`config.mk`:
```
export PLATFORM = sky130hd
export DESIGN_NAME = first_fit_allocator
export DESIGN_NICKNAME = d
export VERILOG_FILES = /design/src/ffa_pkg.sv /design/src/first_fit_allocator.sv /design/src/ffa_ctrl.sv /design/src/ffa_dp.sv
export SDC_FILE = /design/constraint.sdc
export NUM_CORES = 2
export LEC_CHECK = 0
export BUFFER_PORTS_ARGS = -buffer_cell sky130_fd_sc_hd__buf_2
export CORE_MARGIN = 4
export CORE_UTILIZATION = 40
export DETAILED_ROUTE_END_ITERATION = 12
export MAX_ROUTING_LAYER = met4
export PLACE_DENSITY = 0.57
export SYNTH_ARGS = -nofsm -noshare
export SYNTH_HDL_FRONTEND = slang
export SYNTH_SLANG_ARGS = --single-unit
```
`constraint.sdc`:
```
create_clock -name i_clk -period 5.7 [get_ports i_clk]
set_input_delay 0.285 -clock i_clk [delete_from_list [all_inputs] [get_ports i_clk]]
set_output_delay 0.285 -clock i_clk [all_outputs]
set_load 0.005 [all_outputs]
```
`src/ffa_pkg.sv`:
```
package ffa_pkg;

    localparam int SIZE_W   = 17;
    localparam int BOFF_W   = 16;
    localparam int STAT_W   = 3;
    localparam int OFF_W    = 16;
    localparam int USED_W   = 17;
    localparam int FCNT_W   = 5;
    localparam int IN_DW    = 40;
    localparam int OUT_DW   = 40;

    localparam logic [SIZE_W-1:0] RESET_POOL = 17'd1024;

    localparam logic CMD_ALLOC = 1'b0;
    localparam logic CMD_FREE  = 1'b1;

    localparam logic [STAT_W-1:0] ST_OK       = 3'd0;
    localparam logic [STAT_W-1:0] ST_NOFIT    = 3'd1;
    localparam logic [STAT_W-1:0] ST_NOTALLOC = 3'd2;
    localparam logic [STAT_W-1:0] ST_FULL     = 3'd3;
    localparam logic [STAT_W-1:0] ST_ZERO     = 3'd4;

    localparam logic [3:0] OP_NOP       = 4'd0;
    localparam logic [3:0] OP_LOAD      = 4'd1;
    localparam logic [3:0] OP_SLOT_NEXT = 4'd2;
    localparam logic [3:0] OP_FIT_RD    = 4'd3;
    localparam logic [3:0] OP_FIT_NEXT  = 4'd4;
    localparam logic [3:0] OP_FIT_HIT   = 4'd5;
    localparam logic [3:0] OP_SH_RD     = 4'd6;
    localparam logic [3:0] OP_SH_WR     = 4'd7;
    localparam logic [3:0] OP_A_COMMIT  = 4'd8;
    localparam logic [3:0] OP_D_RD      = 4'd9;
    localparam logic [3:0] OP_D_NEXT    = 4'd10;
    localparam logic [3:0] OP_D_COMMIT  = 4'd11;
    localparam logic [3:0] OP_RESULT    = 4'd12;

    typedef struct packed {
        logic [3:0]        op;
        logic [STAT_W-1:0] st;
    } t_dp_cmd;

    typedef struct packed {
        logic is_dealloc;
        logic size_zero;
        logic slot_free;
        logic slot_end;
        logic fit_end;
        logic fit_ok;
        logic sh_end;
        logic d_match;
        logic list_full;
        logic out_busy;
    } t_dp_sts;

endpackage

```
`src/first_fit_allocator.sv`:
```
// An allocate scans the slots serially for a free one, checks the free entries in order
// for the first fit and shifts the free list down over the hit entry; a deallocate scans
// the allocated slots serially for a matching offset.
// Throughput: one transaction at a time; input ready returns as the result is loaded,
// and a stalled result holds it low. Writing the pool size reinitializes the allocator.
// Reset: synchronous, active low; pool becomes 1024 bytes, one free entry, no blocks.
module first_fit_allocator #(
    parameter int FREE_ENTRIES  = 16,
    parameter int ALLOC_ENTRIES = 16,
    parameter int ADDR_BITS     = 16
) (
    input  logic                       i_clk,
    input  logic                       i_rst_n,
    input  logic                       i_cfg_wr_en,
    input  logic [ffa_pkg::SIZE_W-1:0] i_cfg_wr_data,
    input  logic                       s_axis_tvalid,
    output logic                       s_axis_tready,
    input  logic [ffa_pkg::IN_DW-1:0]  s_axis_tdata,  // alloc_size, block_offset
    input  logic                       s_axis_tuser,  // command
    output logic                       m_axis_tvalid,
    input  logic                       m_axis_tready,
    output logic [ffa_pkg::OUT_DW-1:0] m_axis_tdata,  // offset, used_bytes, free_entries
    output logic [ffa_pkg::STAT_W-1:0] m_axis_tuser   // status
);
    import ffa_pkg::*;

    t_dp_cmd           cmd;
    t_dp_sts           sts;
    logic [OFF_W-1:0]  out_offset;
    logic [USED_W-1:0] out_used;
    logic [FCNT_W-1:0] out_fcnt;

    ffa_ctrl u_ctrl (
        .i_clk      (i_clk),
        .i_rst_n    (i_rst_n),
        .i_in_valid (s_axis_tvalid),
        .o_in_ready (s_axis_tready),
        .i_sts      (sts),
        .o_cmd      (cmd)
    );

    ffa_dp #(
        .FREE_ENTRIES  (FREE_ENTRIES),
        .ALLOC_ENTRIES (ALLOC_ENTRIES),
        .ADDR_BITS     (ADDR_BITS)
    ) u_dp (
        .i_clk         (i_clk),
        .i_rst_n       (i_rst_n),
        .i_cfg_wr_en   (i_cfg_wr_en),
        .i_cfg_wr_data (i_cfg_wr_data),
        .i_cmd         (cmd),
        .o_sts         (sts),
        .i_req_cmd     (s_axis_tuser),
        .i_req_size    (s_axis_tdata[SIZE_W-1:0]),
        .i_req_boff    (s_axis_tdata[SIZE_W+BOFF_W-1:SIZE_W]),
        .o_out_valid   (m_axis_tvalid),
        .i_out_ready   (m_axis_tready),
        .o_out_status  (m_axis_tuser),
        .o_out_offset  (out_offset),
        .o_out_used    (out_used),
        .o_out_fcnt    (out_fcnt)
    );

    assign m_axis_tdata = {{(OUT_DW - OFF_W - USED_W - FCNT_W){1'b0}},
                           out_fcnt, out_used, out_offset};

endmodule

```
`src/ffa_ctrl.sv`:
```
module ffa_ctrl (
    input  logic             i_clk,
    input  logic             i_rst_n,
    input  logic             i_in_valid,
    output logic             o_in_ready,
    input  ffa_pkg::t_dp_sts i_sts,
    output ffa_pkg::t_dp_cmd o_cmd
);
    import ffa_pkg::*;

    localparam logic [3:0] S_IDLE = 4'd0;
    localparam logic [3:0] S_CHK  = 4'd1;
    localparam logic [3:0] S_SLOT = 4'd2;
    localparam logic [3:0] S_FRD  = 4'd3;
    localparam logic [3:0] S_FCMP = 4'd4;
    localparam logic [3:0] S_SCHK = 4'd5;
    localparam logic [3:0] S_SWR  = 4'd6;
    localparam logic [3:0] S_ACOM = 4'd7;
    localparam logic [3:0] S_DRD  = 4'd8;
    localparam logic [3:0] S_DCMP = 4'd9;
    localparam logic [3:0] S_DCOM = 4'd10;
    localparam logic [3:0] S_DONE = 4'd11;

    logic [3:0]        r_state, n_state;
    logic [STAT_W-1:0] r_st, n_st;

    assign o_in_ready = (r_state == S_IDLE);

    always_comb begin
        n_state  = r_state;
        n_st     = r_st;
        o_cmd.op = OP_NOP;
        o_cmd.st = r_st;
        case (r_state)
            S_IDLE: begin
                if (i_in_valid) begin
                    o_cmd.op = OP_LOAD;
                    n_state  = S_CHK;
                end
            end
            S_CHK: begin
                if (i_sts.is_dealloc) begin
                    n_state = S_DRD;
                end else if (i_sts.size_zero) begin
                    n_st    = ST_ZERO;
                    n_state = S_DONE;
                end else begin
                    n_state = S_SLOT;
                end
            end
            S_SLOT: begin
                if (i_sts.slot_end) begin
                    n_st    = ST_FULL;
                    n_state = S_DONE;
                end else if (i_sts.slot_free) begin
                    n_state = S_FRD;
                end else begin
                    o_cmd.op = OP_SLOT_NEXT;
                end
            end
            S_FRD: begin
                if (i_sts.fit_end) begin
                    n_st    = ST_NOFIT;
                    n_state = S_DONE;
                end else begin
                    o_cmd.op = OP_FIT_RD;
                    n_state  = S_FCMP;
                end
            end
            S_FCMP: begin
                if (i_sts.fit_ok) begin
                    o_cmd.op = OP_FIT_HIT;
                    n_state  = S_SCHK;
                end else begin
                    o_cmd.op = OP_FIT_NEXT;
                    n_state  = S_FRD;
                end
            end
            S_SCHK: begin
                if (i_sts.sh_end) begin
                    n_state = S_ACOM;
                end else begin
                    o_cmd.op = OP_SH_RD;
                    n_state  = S_SWR;
                end
            end
            S_SWR: begin
                o_cmd.op = OP_SH_WR;
                n_state  = S_SCHK;
            end
            S_ACOM: begin
                o_cmd.op = OP_A_COMMIT;
                n_st     = ST_OK;
                n_state  = S_DONE;
            end
            S_DRD: begin
                if (i_sts.slot_end) begin
                    n_st    = ST_NOTALLOC;
                    n_state = S_DONE;
                end else begin
                    o_cmd.op = OP_D_RD;
                    n_state  = S_DCMP;
                end
            end
            S_DCMP: begin
                if (i_sts.d_match) begin
                    if (i_sts.list_full) begin
                        n_st    = ST_FULL;
                        n_state = S_DONE;
                    end else begin
                        n_state = S_DCOM;
                    end
                end else begin
                    o_cmd.op = OP_D_NEXT;
                    n_state  = S_DRD;
                end
            end
            S_DCOM: begin
                o_cmd.op = OP_D_COMMIT;
                n_st     = ST_OK;
                n_state  = S_DONE;
            end
            S_DONE: begin
                if (!i_sts.out_busy) begin
                    o_cmd.op = OP_RESULT;
                    n_state  = S_IDLE;
                end
            end
            default: begin
                n_state = S_IDLE;
            end
        endcase
    end

    always_ff @(posedge i_clk) begin
        if (!i_rst_n) begin
            r_state <= S_IDLE;
            r_st    <= ST_OK;
        end else begin
            r_state <= n_state;
            r_st    <= n_st;
        end
    end

endmodule

```
`src/ffa_dp.sv`:
```
module ffa_dp #(
    parameter int FREE_ENTRIES  = 16,
    parameter int ALLOC_ENTRIES = 16,
    parameter int ADDR_BITS     = 16
) (
    input  logic                         i_clk,
    input  logic                         i_rst_n,
    input  logic                         i_cfg_wr_en,
    input  logic [ffa_pkg::SIZE_W-1:0]   i_cfg_wr_data,
    input  ffa_pkg::t_dp_cmd             i_cmd,
    output ffa_pkg::t_dp_sts             o_sts,
    input  logic                         i_req_cmd,
    input  logic [ffa_pkg::SIZE_W-1:0]   i_req_size,
    input  logic [ffa_pkg::BOFF_W-1:0]   i_req_boff,
    output logic                         o_out_valid,
    input  logic                         i_out_ready,
    output logic [ffa_pkg::STAT_W-1:0]   o_out_status,
    output logic [ffa_pkg::OFF_W-1:0]    o_out_offset,
    output logic [ffa_pkg::USED_W-1:0]   o_out_used,
    output logic [ffa_pkg::FCNT_W-1:0]   o_out_fcnt
);
    import ffa_pkg::*;

    localparam int OW   = ADDR_BITS;
    localparam int SW   = ADDR_BITS + 1;
    localparam int CMPW = (SW > SIZE_W) ? SW : SIZE_W;
    localparam int MW   = (OW > BOFF_W) ? OW : BOFF_W;
    localparam int XOW  = (OW > OFF_W) ? OW : OFF_W;
    localparam int UW   = (SW > USED_W) ? SW : USED_W;
    localparam int CNTW = $clog2(FREE_ENTRIES + 1);
    localparam int FIW  = $clog2(FREE_ENTRIES);
    localparam int XCW  = (CNTW > FCNT_W) ? CNTW : FCNT_W;
    localparam int AIW  = (ALLOC_ENTRIES > 1) ? $clog2(ALLOC_ENTRIES) : 1;
    localparam int ACW  = $clog2(ALLOC_ENTRIES + 1) + 1;
    localparam logic [CMPW-1:0] POOL_MAX = CMPW'(1) << ADDR_BITS;

    function automatic logic [SW-1:0] clamp_pool(input logic [SIZE_W-1:0] v);
        logic [CMPW-1:0] w;
        w = CMPW'(v);
        if (w == '0) begin
            w = CMPW'(1);
        end
        if (w > POOL_MAX) begin
            w = POOL_MAX;
        end
        return w[SW-1:0];
    endfunction

    logic [OW-1:0] r_free_off  [FREE_ENTRIES];
    logic [SW-1:0] r_free_size [FREE_ENTRIES];
    logic [OW-1:0] r_alloc_off  [ALLOC_ENTRIES];
    logic [SW-1:0] r_alloc_size [ALLOC_ENTRIES];

    logic [ALLOC_ENTRIES-1:0] r_valid;
    logic [CNTW-1:0]          r_count;
    logic [SW-1:0]            r_used;
    logic                     r_is_dealloc;
    logic [SIZE_W-1:0]        r_size;
    logic [BOFF_W-1:0]        r_boff;
    logic [ACW-1:0]           r_aidx;
    logic [CNTW-1:0]          r_fidx;
    logic [OW-1:0]            r_frd_off;
    logic [SW-1:0]            r_frd_size;
    logic [OW-1:0]            r_ard_off;
    logic [SW-1:0]            r_ard_size;
    logic [OW-1:0]            r_base;
    logic [SW-1:0]            r_rest;
    logic                     r_out_valid;
    logic [STAT_W-1:0]        r_out_status;
    logic [OFF_W-1:0]         r_out_offset;
    logic [USED_W-1:0]        r_out_used;
    logic [FCNT_W-1:0]        r_out_fcnt;

    logic            init;
    logic [SW-1:0]   init_pool;
    logic [CNTW-1:0] fidx_inc;
    logic [CNTW-1:0] count_dec;
    logic [AIW-1:0]  aaddr;
    logic            fw_en;
    logic [FIW-1:0]  fw_addr;
    logic [OW-1:0]   fw_off;
    logic [SW-1:0]   fw_size;
    logic [FIW-1:0]  fr_addr;
    logic [UW-1:0]   used_x;
    logic [XCW-1:0]  cnt_x;
    logic [XOW-1:0]  base_x;

    assign init      = !i_rst_n || i_cfg_wr_en;
    assign init_pool = clamp_pool(i_rst_n ? i_cfg_wr_data : RESET_POOL);
    assign fidx_inc  = r_fidx + CNTW'(1);
    assign count_dec = r_count - CNTW'(1);
    assign aaddr     = r_aidx[AIW-1:0];
    assign fr_addr   = (i_cmd.op == OP_SH_RD) ? fidx_inc[FIW-1:0] : r_fidx[FIW-1:0];

    always_comb begin
        fw_en   = 1'b0;
        fw_addr = '0;
        fw_off  = r_frd_off;
        fw_size = r_frd_size;
        if (init) begin
            fw_en   = 1'b1;
            fw_off  = '0;
            fw_size = init_pool;
        end else begin
            case (i_cmd.op)
                OP_SH_WR: begin
                    fw_en   = 1'b1;
                    fw_addr = r_fidx[FIW-1:0];
                end
                OP_A_COMMIT: begin
                    fw_en   = (r_rest != '0);
                    fw_addr = count_dec[FIW-1:0];
                    fw_off  = r_base + OW'(r_size);
                    fw_size = r_rest;
                end
                OP_D_COMMIT: begin
                    fw_en   = 1'b1;
                    fw_addr = r_count[FIW-1:0];
                    fw_off  = r_ard_off;
                    fw_size = r_ard_size;
                end
                default: begin
                    fw_en = 1'b0;
                end
            endcase
        end
    end

    always_ff @(posedge i_clk) begin
        if (fw_en) begin
            r_free_off[fw_addr]  <= fw_off;
            r_free_size[fw_addr] <= fw_size;
        end
        if (i_cmd.op == OP_FIT_RD || i_cmd.op == OP_SH_RD) begin
            r_frd_off  <= r_free_off[fr_addr];
            r_frd_size <= r_free_size[fr_addr];
        end
    end

    always_ff @(posedge i_clk) begin
        if (!init && i_cmd.op == OP_A_COMMIT) begin
            r_alloc_off[aaddr]  <= r_base;
            r_alloc_size[aaddr] <= SW'(r_size);
        end
        if (i_cmd.op == OP_D_RD) begin
            r_ard_off  <= r_alloc_off[aaddr];
            r_ard_size <= r_alloc_size[aaddr];
        end
    end

    always_ff @(posedge i_clk) begin
        case (i_cmd.op)
            OP_LOAD: begin
                r_is_dealloc <= i_req_cmd;
                r_size       <= i_req_size;
                r_boff       <= i_req_boff;
                r_aidx       <= '0;
                r_fidx       <= '0;
            end
            OP_SLOT_NEXT, OP_D_NEXT: begin
                r_aidx <= r_aidx + ACW'(1);
            end
            OP_FIT_NEXT, OP_SH_WR: begin
                r_fidx <= fidx_inc;
            end
            OP_FIT_HIT: begin
                r_base <= r_frd_off;
                r_rest <= r_frd_size - SW'(r_size);
            end
            default: begin
            end
        endcase
    end

    assign used_x = UW'(r_used);
    assign cnt_x  = XCW'(r_count);
    assign base_x = XOW'(r_base);

    always_ff @(posedge i_clk) begin
        if (init) begin
            r_valid <= '0;
            r_count <= CNTW'(1);
            r_used  <= '0;
        end else begin
            case (i_cmd.op)
                OP_A_COMMIT: begin
                    r_valid[aaddr] <= 1'b1;
                    r_used         <= r_used + SW'(r_size);
                    if (r_rest == '0) begin
                        r_count <= count_dec;
                    end
                end
                OP_D_COMMIT: begin
                    r_valid[aaddr] <= 1'b0;
                    r_used         <= r_used - r_ard_size;
                    r_count        <= r_count + CNTW'(1);
                end
                default: begin
                end
            endcase
        end
    end

    always_ff @(posedge i_clk) begin
        if (!i_rst_n) begin
            r_out_valid <= 1'b0;
        end else if (i_cmd.op == OP_RESULT) begin
            r_out_valid <= 1'b1;
        end else if (i_out_ready) begin
            r_out_valid <= 1'b0;
        end
        if (i_cmd.op == OP_RESULT) begin
            r_out_status <= i_cmd.st;
            r_out_offset <= (i_cmd.st == ST_OK && !r_is_dealloc) ? base_x[OFF_W-1:0] : '0;
            r_out_used   <= used_x[USED_W-1:0];
            r_out_fcnt   <= cnt_x[FCNT_W-1:0];
        end
    end

    always_comb begin
        o_sts.is_dealloc = r_is_dealloc;
        o_sts.size_zero  = (r_size == '0);
        o_sts.slot_end   = (r_aidx >= ACW'(ALLOC_ENTRIES));
        o_sts.slot_free  = !r_valid[aaddr];
        o_sts.fit_end    = (r_fidx >= r_count);
        o_sts.fit_ok     = (CMPW'(r_frd_size) >= CMPW'(r_size));
        o_sts.sh_end     = (fidx_inc >= r_count);
        o_sts.d_match    = r_valid[aaddr] && (MW'(r_ard_off) == MW'(r_boff));
        o_sts.list_full  = (r_count >= CNTW'(FREE_ENTRIES));
        o_sts.out_busy   = r_out_valid && !i_out_ready;
    end

    assign o_out_valid  = r_out_valid;
    assign o_out_status = r_out_status;
    assign o_out_offset = r_out_offset;
    assign o_out_used   = r_out_used;
    assign o_out_fcnt   = r_out_fcnt;

endmodule

```
==> results_dict.tcl <==
set metrics [dict create \
    end_kind "flip-flop" \
    worstHoldPathType "in2reg" \
    vias 34126 \
    whs_endpoint "u_ctrl.r_state[2]" \
    finalCritPeriodShare_pct 93.0 \
    wl_um 161000 \
    yosysTopAreaCell "edfxtp_1" \
    synth-seq-area-share_pct 68.4 \
    setup_ws_ns 0.400 \
    first_iter_violations 3796 \
    synth.distinct_cells 89 \
    clkLatencyLatePin_ns 0.78 \
    die_h_um 382 \
    ys.flop_type "edfxtp_1" \
    synthTopCellsByCount "edfxtp_1 (1,241), nor2_1 (351), mux2i_1 (241)" \
    cts.path.max_buffers 3 \
    seqPwrFrac_pct 36.9 \
    cts_tree "built" \
    dpl.hpwl_um 98500 \
    arrival_ns 5.92 \
    slowest_stage "edfxtp_1" \
    ios 108 \
    start_kind "flip-flop" \
    nets 4012 \
    root_buffer "clkbuf_16" \
    fp-row-count 136 \
    cpPeakStageDelay_ns 0.50 \
    post-route-drc-count 0 \
    place_area_um2 59800 \
    setup_viol 0 \
    avgSynthCellArea_um2 15.2 \
    die_area_um2 146000 \
    p_comb_share_pct 35.9 \
    worstPathRequired_ns 6.32 \
    rr_endpoint "u_dp.r_used[15]" \
    min_delay_path_depth 3 \
    avgRoutedWirePerCell_um 27.6 \
    cp_top_family "compound AO/OA/AOI/OAI gates" \
    drtPass1Iterations 5 \
    leakage_nw 21.7 \
    antenna_left 0 \
    fin_worst_skew_ns 0.0253 \
    overflow 0 \
    vdd_drop_max_mv 0.650 \
    grtUsageTotal_pct 22.5 \
    r2r_slack_ns 0.40 \
    path_cells "ha_4, xor2_1, ha_1, a21o_1, a31oi_1, o21a_1, a311o_1, a21oi_1, nor3_4, buf_4, mux2i_2, ha_1, nor2b_1, o21ai_0, a21boi_0, o41ai_1, buf_4, o2111ai_1, a41oi_2, o21ai_0, xor2_1, nand2_1, a21oi_1" \
    grt_pass1_vias 33117 \
    slew_headroom_pct 19.0 \
    final_area_um2 64500 \
    grt_pass1_wl_um 233000 \
    path_buf_inv 2 \
    synth_top_area_share_pct 66.7 \
    maxSlewViolCount 0 \
    crit_type "reg2reg" \
    fillers 11871 \
    ys_ff_latch 1287 \
    fin_crit_ns 5.30 \
    clock_sinks 1287 \
    power_switching_mw 11.1 \
    pwr_density_cell_nw_per_um2 490 \
    io_buffer_count 98 \
    area_growth_pct 15.5 \
    async_reset_ff_share_pct 0 \
    vias_per_cell 5.83 \
    drive_above_1_share_pct 18.1 \
    intPower_mw 20.5 \
    maxCapViolCount 0 \
    reg2reg_depth 23 \
    synth_most_common_cell "edfxtp_1" \
    clkPwrFrac_pct 27.3 \
    gp_congestion 0.874 \
    grt_max_degree 113 \
    syn_area_um2 55800 \
    yosysWarnings 0 \
    antenna_found_initial 6 \
    r2r_start "u_dp.r_fidx[0]" \
    hold_viol 0 \
    floorplan.initialDensity_pct 40.5 \
    synthCells 3674 \
    min_from "s_axis_tvalid" \
    status "completed" \
    crit_fanout 9 \
    htreeDepth 4 \
    worst_pin_slew_ns 1.21 \
    ff_latch_area_um2 38200 \
    synth_edf_count 1241 \
    swShare_pct 35.1 \
    multi_input_area_um2 16800 \
    core_um2 138000 \
    die_w_um 382 \
    fmax_ghz 0.189 \
    cts_made_buffers 137 \
    synthTopCellsByArea "edfxtp_1 (67%), mux4_2 (6.8%), mux2i_1 (4.3%)" \
    pre_cts_ws_ns 0.220 \
    clkTransAtPathRegs_ns 0.06 \
]
==> kinds of logic (layout without fill, tap and decap cells) <==
group	after synthesis	count (layout)	share of synthesized area, %
AOI/OAI and AO/OA	571	571	7.17
xor gates and xnor gates	79	79	1.24
adders and majority gates	73	73	1.68
buffers and inverters	287	597	2.15
DFF	1287	1287	68.4
muxes	409	409	11.1
other	1	4	0.00672
and+or+nand+nor	967	967	8.27
==> repair_timing <==
item,CTS,global route
resized for setup,0,4
buffers inserted,0,4
setup endpoints to repair,0,3
hold buffers,36,0
hold endpoints to repair,39,0
==> cells in the final DEF, fill, tap and decap left out, types with 11 or more instances in the layout <==
cell	instances
dfxtp_1	46
a311oi_1	18
ha_1	65
dlygate4sd3_1	36
nand2_1	123
mux4_2	168
nand3_1	139
buf_12	48
o221ai_1	81
or4_1	29
nor2_4	19
clkinv_1	33
and2_1	28
xor2_1	21
and3_2	15
nor3_1	143
edfxtp_1	1241
clkbuf_1	29
a31oi_1	25
inv_1	49
buf_4	113
a22o_1	13
nor2_1	332
buf_2	98
a21o_1	22
or3_1	46
nand4_1	18
xnor2_1	58
a32oi_1	11
clkinv_2	20
mux2i_1	240
o211ai_2	18
a22oi_1	24
nor2b_1	17
a21oi_1	162
clkbuf_16	138
o21ai_0	82
o211ai_1	25
==> flip-flops by register name, indices dropped and copies added (netlist names), 3 cells and up, named ones only <==
name and flops:
u_dp.r_alloc_size 272, u_dp.r_free_size 272, u_dp.r_alloc_off 256, u_dp.r_free_off 256
u_dp.o_out_used 17, u_dp.r_ard_size 17, u_dp.r_frd_size 17, u_dp.r_rest 17
u_dp.r_size 17, u_dp.r_used 17, u_dp.base_x 16, u_dp.o_out_offset 16
u_dp.r_ard_off 16, u_dp.r_boff 16, u_dp.r_frd_off 16, u_dp.r_aidx 6
u_dp.cnt_x 5, u_dp.o_out_fcnt 5, u_dp.r_fidx 5, u_ctrl.r_state 4
u_ctrl.r_st 3, u_dp.o_out_status 3
==> area by class of cell <==
type                            count  share of cell area [%]
Antenna cell                        2                 0.00776
Multi-Input combinational cell   2101                    26.0
Inverter                           53                   0.309
Sequential cell                  1287                    59.2
Timing Repair Buffer              296                    4.14
Clock buffer                      167                    5.52
Clock inverter                     81                    1.13
Tap cell                         1863                    3.62
==> worst max-delay path by stage <==
stage / start / to / slack [ns] / cells after the start
5_1_grt: u_dp.r_fidx[0] / u_dp.r_used[15] / -0.03 / 23
3_5_place_dp: u_dp.r_fidx[1] / u_dp.r_used[16] / 0.22 / 21
6_report: u_dp.r_fidx[0] / u_dp.r_used[15] / 0.40 / 23
4_1_cts: u_dp.r_fidx[1] / u_dp.r_used[16] / 0.21 / 21
2_1_floorplan: u_dp.r_size[7] / u_dp.r_used[16] / 0.004 / 28
3_3_place_gp: u_dp.r_fidx[0] / u_dp.r_used[16] / 0.24 / 21
==> power groups by stage <==
stage                     sequential, mW  clock, mW  combinational (mW)
after floorplan                     11.9          0                7.32
after global placement              11.8          0                11.2
after detailed placement            11.8          0                11.3
after CTS                           11.6       8.76                11.3
after global routing                11.7       9.18                12.1
final                               11.6       8.61                11.3
==> metal layers <==
layer | part of all wire, % | GRT usage (%) | wire (um) | vias up
met5 | 0 | - | 0 | -
met4 | 2.7 | 6.45 | 4280 | 0
met3 | 7.0 | 3.41 | 11300 | 226
met2 | 47 | 34.5 | 75600 | 1349
met1 | 43 | 31.3 | 70100 | 17613
li1 | - | - | - | 14938
==> through the flow <==
| stage | hold WS, ns | utilization, % | std cells | setup TNS (ns) | total power, mW |
|---|---|---|---|---|---|
| 2_1_floorplan | 0.384 | - | 3675 | 0 | 19.2 |
| 4_1_cts | 0.00678 | 46.7 | 5844 | 0 | 31.7 |
| 3_3_place_gp | 0.431 | 43.3 | 5560 | 0 | 23.0 |
| 6_report | 0.0587 | 46.7 | 5850 | 0 | 31.6 |
| 5_1_grt | 0.0255 | 46.7 | 5850 | -0.0546 | 33.0 |
| 3_5_place_dp | 0.434 | 43.3 | 5560 | 0 | 23.1 |
==> worst reg2reg max path: stages, from the launching register on <==
cell and delay, ns:
edfxtp_1 0.50, ha_4 0.24, xor2_1 0.15, ha_1 0.30, a21o_1 0.18, a31oi_1 0.18, o21a_1 0.22, a311o_1 0.26
a21oi_1 0.12, nor3_4 0.29, buf_4 0.23, mux2i_2 0.27, ha_1 0.26, nor2b_1 0.12, o21ai_0 0.23, a21boi_0 0.20
o41ai_1 0.31, buf_4 0.18, o2111ai_1 0.19, a41oi_2 0.29, o21ai_0 0.14, xor2_1 0.15, nand2_1 0.07, a21oi_1 0.06
No activity file was read; power rests on OpenSTA's default activity.
